$ cat config.mk
export PLATFORM = sky130hd
export DESIGN_NAME = npcd_ctrl
export DESIGN_NICKNAME = d
export VERILOG_FILES = /design/src/sv/npcd_pkg.sv /design/src/sv/npcd_ctrl.sv
export SDC_FILE = /design/constraint.sdc
export NUM_CORES = 1
export LEC_CHECK = 0
export BUFFER_PORTS_ARGS = -buffer_cell sky130_fd_sc_hd__buf_4
export CORE_AREA = 4 4 41 43
export DETAILED_ROUTE_END_ITERATION = 8
export DIE_AREA = 0 0 45 47
export PLACE_DENSITY = 0.55
export SYNTH_ARGS = -nofsm -noshare
export SYNTH_HDL_FRONTEND = slang
export SYNTH_SLANG_ARGS = --single-unit
$ cat constraint.sdc
create_clock -name clk -period 1.25 [get_ports clk]
set_clock_uncertainty 0.05 [all_clocks]
set_input_delay 0 -clock clk [delete_from_list [all_inputs] [get_ports clk]]
set_output_delay 0 -clock clk [all_outputs]
set_load 0.1 [all_outputs]
$ cat src/sv/npcd_pkg.sv
// Shared constants, types and command/status structs of the packet console demux.
package npcd_pkg;

  // Sizing
  localparam int MAX_DEPTH     = 7;
  localparam int MESSAGE_BYTES = 64;
  localparam int LVL_W         = $clog2(MAX_DEPTH + 1);
  localparam int CNT_W         = $clog2(MESSAGE_BYTES + 1);
  localparam int IDX_W         = $clog2(MESSAGE_BYTES);
  localparam int RAM_AW        = LVL_W + IDX_W;
  localparam int RAM_DEPTH     = (MAX_DEPTH + 1) * (2 ** IDX_W);

  // Port widths
  localparam int BYTE_W      = 8;
  localparam int LEVEL_W     = 3;
  localparam int CFG_IDX_W   = 2;
  localparam int IN_TDATA_W  = 8;
  localparam int OUT_TDATA_W = 16;
  localparam int OUT_TUSER_W = 3;

  // Register reset values
  localparam logic [BYTE_W-1:0] START_RST = 8'h02;
  localparam logic [BYTE_W-1:0] END_RST   = 8'h0A;
  localparam logic [BYTE_W-1:0] PAD_RST   = 8'h0D;

  // Register indexes
  localparam logic [CFG_IDX_W-1:0] CFG_START = 2'd0;
  localparam logic [CFG_IDX_W-1:0] CFG_END   = 2'd1;
  localparam logic [CFG_IDX_W-1:0] CFG_PAD   = 2'd2;

  // Input kinds and output channels
  localparam logic FUNC_BYTE  = 1'b0;
  localparam logic FUNC_CLEAR = 1'b1;
  localparam logic CHAN_CONSOLE = 1'b0;
  localparam logic CHAN_PACKAGE = 1'b1;

  typedef enum logic [2:0] {
    ST_IDLE,
    ST_DECODE,
    ST_SCAN,
    ST_RD,
    ST_LD,
    ST_EMPTY
  } state_t;

  typedef enum logic [2:0] {
    OP_NONE,
    OP_CLEAR,
    OP_APPEND,
    OP_ROOT_OPEN,
    OP_PUSH,
    OP_LIMIT,
    OP_POP
  } op_t;

  // Controller -> datapath
  typedef struct packed {
    op_t  op;
    logic emit;
    logic capture;
    logic scan;
    logic rd;
    logic load_byte;
    logic load_empty;
  } cmd_t;

  // Datapath -> controller
  typedef struct packed {
    logic func;
    logic chunk;
    logic is_start;
    logic is_end;
    logic depth_zero;
    logic depth_max;
    logic len0_nz;
    logic scan_done;
    logic found;
    logic emit_last;
    logic out_free;
  } stat_t;

endpackage

$ cat src/sv/npcd_ctrl.sv
// Controller state machine: item decode, trim scan and result readout sequencing.
module npcd_ctrl
  import npcd_pkg::*;
(
  input  logic  clk,
  input  logic  rst_n,
  input  logic  in_tvalid,
  output logic  in_tready,
  input  stat_t stat,
  output cmd_t  cmd
);

  state_t state_r, state_nxt;
  op_t    op_dec;
  logic   emit_dec;

  always_ff @(posedge clk) begin
    if (!rst_n) begin
      state_r <= ST_IDLE;
    end else begin
      state_r <= state_nxt;
    end
  end

  // Item decode from captured input and nesting status
  always_comb begin
    op_dec   = OP_NONE;
    emit_dec = 1'b0;
    if (stat.func == FUNC_CLEAR) begin
      op_dec = OP_CLEAR;
    end else if (stat.depth_zero) begin
      if (stat.is_start) begin
        op_dec   = OP_ROOT_OPEN;
        emit_dec = stat.len0_nz;
      end else begin
        op_dec   = OP_APPEND;
        emit_dec = stat.chunk;
      end
    end else if (stat.is_start) begin
      op_dec = stat.depth_max ? OP_LIMIT : OP_PUSH;
    end else if (stat.is_end) begin
      op_dec   = OP_POP;
      emit_dec = 1'b1;
    end else begin
      op_dec = OP_APPEND;
    end
  end

  // Next state
  always_comb begin
    state_nxt = state_r;
    unique case (state_r)
      ST_IDLE: begin
        if (in_tvalid) state_nxt = ST_DECODE;
      end
      ST_DECODE: begin
        state_nxt = emit_dec ? ST_SCAN : ST_IDLE;
      end
      ST_SCAN: begin
        if (stat.scan_done) state_nxt = stat.found ? ST_RD : ST_EMPTY;
      end
      ST_RD: begin
        state_nxt = ST_LD;
      end
      ST_LD: begin
        if (stat.out_free) state_nxt = stat.emit_last ? ST_IDLE : ST_RD;
      end
      ST_EMPTY: begin
        if (stat.out_free) state_nxt = ST_IDLE;
      end
      default: state_nxt = ST_IDLE;
    endcase
  end

  // Outputs
  always_comb begin
    cmd            = '0;
    cmd.op         = OP_NONE;
    in_tready      = 1'b0;
    unique case (state_r)
      ST_IDLE: begin
        in_tready   = 1'b1;
        cmd.capture = in_tvalid;
      end
      ST_DECODE: begin
        cmd.op   = op_dec;
        cmd.emit = emit_dec;
      end
      ST_SCAN: begin
        cmd.scan = 1'b1;
      end
      ST_RD: begin
        cmd.rd = 1'b1;
      end
      ST_LD: begin
        cmd.load_byte = stat.out_free;
      end
      ST_EMPTY: begin
        cmd.load_empty = stat.out_free;
      end
      default: begin
        in_tready = 1'b0;
      end
    endcase
  end

endmodule

-- After elaboration in Yosys (flattened, before gate mapping)
Index checks and enable logic that the tools add are counted.
- register bits after elaboration: 3
- input port bits: 14
- output and inout port bits: 10
- logic and storage cells: 38
- equality and inequality tests: 9
- mux-type cells: 26
- reduce and logical (&&, ||, !) cells: 2
- operators by type and width (kind ; number):
    $mux W3 ; 9
    $pmux W3 S6 ; 1
    $mux W1 ; 13
    $ne A2 B2 Y1 const B ; 4
    $eq A3 B2 Y1 const B ; 2
    $eq A3 B3 Y1 const B ; 2
    $mux W2 ; 2
    $mux W4 ; 1
    $reduce_and A4 Y1 ; 1
    $eq A3 B1 Y1 const B ; 1
    $logic_not A3 Y1 ; 1

-- Logic depth before layout (Yosys ltp)
- word-level depth: 6
- depth in mapped cells: 5
- depth with buffers taken out: 4

-- Worst setup path after synthesis
OpenSTA, ideal clock, no wires.
- path type: register -> output
- start: register state_r[0]
- end: output port cmd[4] in the netlist's numbering
- data arrival time: 3606 ps
- data required time: 1200 ps
- path slack: -2406 ps
- stages on the path, launching flop included: 4
- path buffers: 1
- path through: dfxtp_1 clkbuf_1 nor3_1 and2_1
- RTL lines (item ; line ; RTL):
    from (decl) ; npcd_ctrl.sv:13 ; state_t state_r, state_nxt;
    from (signal assigned) ; npcd_ctrl.sv:21 ; state_r <= state_nxt;
    to (decl) ; npcd_ctrl.sv:10 ; output cmd_t cmd

==> results.md <==
* Critical Path Start Type: flip-flop
* Initial antenna violation count at 0
* Worst-skew pair later-pin latency at 0.23 ns
* Number of synthesized register bits at 3
* Slew HR at 0.726
* Run status: finished with violations
* Max reg flops at 3
* Via count at 421
* Gpl congestion at 0.782
* Layout cells sized above 1 at 0.679
* First-pass GRT wire length at 1840 um
* Final Hold Fails at 0
* Starting density of the core at 0.227
* Top reg by flops: state_r
* Cells after Synth at 41
* CTS buffer count at 3
* Post-route cell area at 828 um2
* Worst Hold Class: in2reg
* Synth area leader: dfxtp_1
* PortBufs at 23
* PD cells at 635 nW/um2
* Htree depth at 1
* Largest registers: state_r (3)
* Crit-path max FO at 3
* Placed insts at 84
* Antenna viol nets, final at 0
* Clock slew at reported path FFs at 0.04 ns
* Yosys warning total at 0
* Seq/Total Area, Yosys at 0.203
* Ports at 24
* CP arrival at 1.48 ns
* Die Wd at 45 um
* Area delta synth->final at 181%
* Post-place instance area at 589 um2
* Number of global-route vias before repair at 425
* Design Power at 0.526 mW
* Period minus WS final at 1.53 ns
* Most frequent cells in the layout: buf_4 (19), buf_12 (9), nor2_1 (5), buf_6 (5)
* Drt via density at 4.53
* Buf+Inv Stages, Crit Path at 1
* Overall routed net length at 1090 um
* Clock Tree Root: clkbuf_4
* Row Count at 13
* Pre-Repair DR Iteration Count at 3
* RSZ-0062 raised after global routing: true
* Fmax achieved at 653 MHz
* Multi-input gate area at 318 um2
* Worst slack at placement at -0.118 ns
* Post-route setup TNS at -1.70 ns
* CORE AREA at 1300 um2
* Final Cycle Share at 1.22
* Routed WL per cell at 11.7 um
* Die Span Y at 47 um
* Worst VDD drop at 0.000656 V
* Slew @ Worst Pin at 0.408 ns
* Worst path max stage delay at 0.37 ns
* Slew Limit Fails at 0
* Post-Syn Nets at 55
* Clk buf depth at 2
* GR Overflow Total at 0
* CTS tree: done
* Avg Inst Size Synth at 7.20 um2
* Number of clock sinks at 3
* Slowest-stage cell, CP: or3_4
* N_diodes at 0
* Drc violations at 0
* Fillers at 115
* Top delay family on crit path: simple AND/OR/NAND/NOR gates
* Drt initial violations at 8
* Seq. cell area at 65.1 um2
* Crit Path Class: reg2out
* Worst-path cell chain: nand2b_4 -> or3_4 -> a211oi_4 -> buf_12
* Dpl hpwl at 806 um
* Final core utilization at 0.637
* # setup viols final at 10
* Die Footprint at 2120 um2
* Failing checks: negative setup slack
* Final WS setup at -0.281 ns
* Final Non-Filler Cells at 93
* Tot GR Track Use at 0.117
* Count of cell types in the netlist at 21
* Min Hold Slack at 0.111 ns
* Synth top area share at 0.203
* Final nets at 93
* Crit path capture type: output port
* Synthesized area at 295 um2
* Leading post-synthesis cells by cell area: dfxtp_1 (20%), nor2_1 (10%), mux2i_1 (6.8%)
* Max-cap violations at 0
* Most common cell after layout, fill and taps aside: buf_4
* Largest net degree at the start of global routing at 11
* P_leak at 0.359 nW
* Required @ worst endpoint at 1.20 ns
==> Yosys cell counts <==
library cell  instances
a211oi_1              2
a211oi_2              1
a21oi_1               1
and2_1                3
clkbuf_1              1
dfxtp_1               3
inv_1                 3
mux2i_1               2
nand2_1               2
nand2b_1              1
nand2b_4              1
nor2_1                8
nor2b_1               2
nor3_1                4
o21ai_0               1
o221a_2               1
o22a_1                1
o22ai_1               1
o32ai_1               1
or2b_1                1
or3_4                 1
==> logic make-up (layout without fill, tap and decap cells) <==
logic type | Yosys count | after routing | synth area share
AO/OA/AOI/OAI | 9 | 9 | 0.246
buffers and inverters | 4 | 41 | 0.0508
flip-flops | 3 | 3 | 0.203
multiplexers | 2 | 2 | 0.0678
AND/OR/NAND/NOR | 23 | 23 | 0.432
==> where the power goes <==
part	leakage, nW	switching [mW]	internal (mW)	total [mW]
Combinational	0.318	0.149	0.110	0.259
Clock	0.0150	0.0475	0.119	0.167
Sequential	0.0257	0.00252	0.0973	0.0998
==> what timing repair did <==
| action | in CTS | in global routing |
|---|---|---|
| cloned | 0 | 0 |
| endpoints found under the setup margin | 11 | 13 |
| pin swaps | 4 | 4 |
| hold buffers | 1 | 0 |
| resized for setup | 28 | 16 |
| setup buffers | 3 | 3 |
| endpoints found under the hold margin | 3 | 0 |
==> worst min-delay path: cells and delay by family <==
family	cells	cell delay (ns)
AO/OA/AOI/OAI	1	0.08
buffers and inverters	1	0.12
AND/OR/NAND/NOR	1	0.14
==> area by class of cell <==
type | count | area share
tap | 15 | 0.0227
clock buffer | 4 | 0.0317
sequential | 3 | 0.0785
timing repair buffer | 34 | 0.470
inverter | 3 | 0.0136
multi-input combinational | 34 | 0.384
==> layer usage <==
| layer | global-route usage | vias to the layer above | part of all wire |
|---|---|---|---|
| met5 | 0 | - | 0 |
| met4 | 0 | 0 | 0 |
| met3 | 0.0383 | 0 | 0.095 |
| met2 | 0.206 | 18 | 0.47 |
| met1 | 0.148 | 184 | 0.43 |
| li1 | - | 219 | - |
==> final timing paths <==
path	from	to	slack, ns	cells after the start
worst max-delay path	state_r[1]	cmd[5]	-0.28	4
worst min-delay path	stat[0]	state_r[2]	0.11	3
worst max register to register	state_r[1]	state_r[1]	-0.23	5
worst min register to register	state_r[2]	state_r[0]	0.70	3
Power figures use the tool's default switching activity.
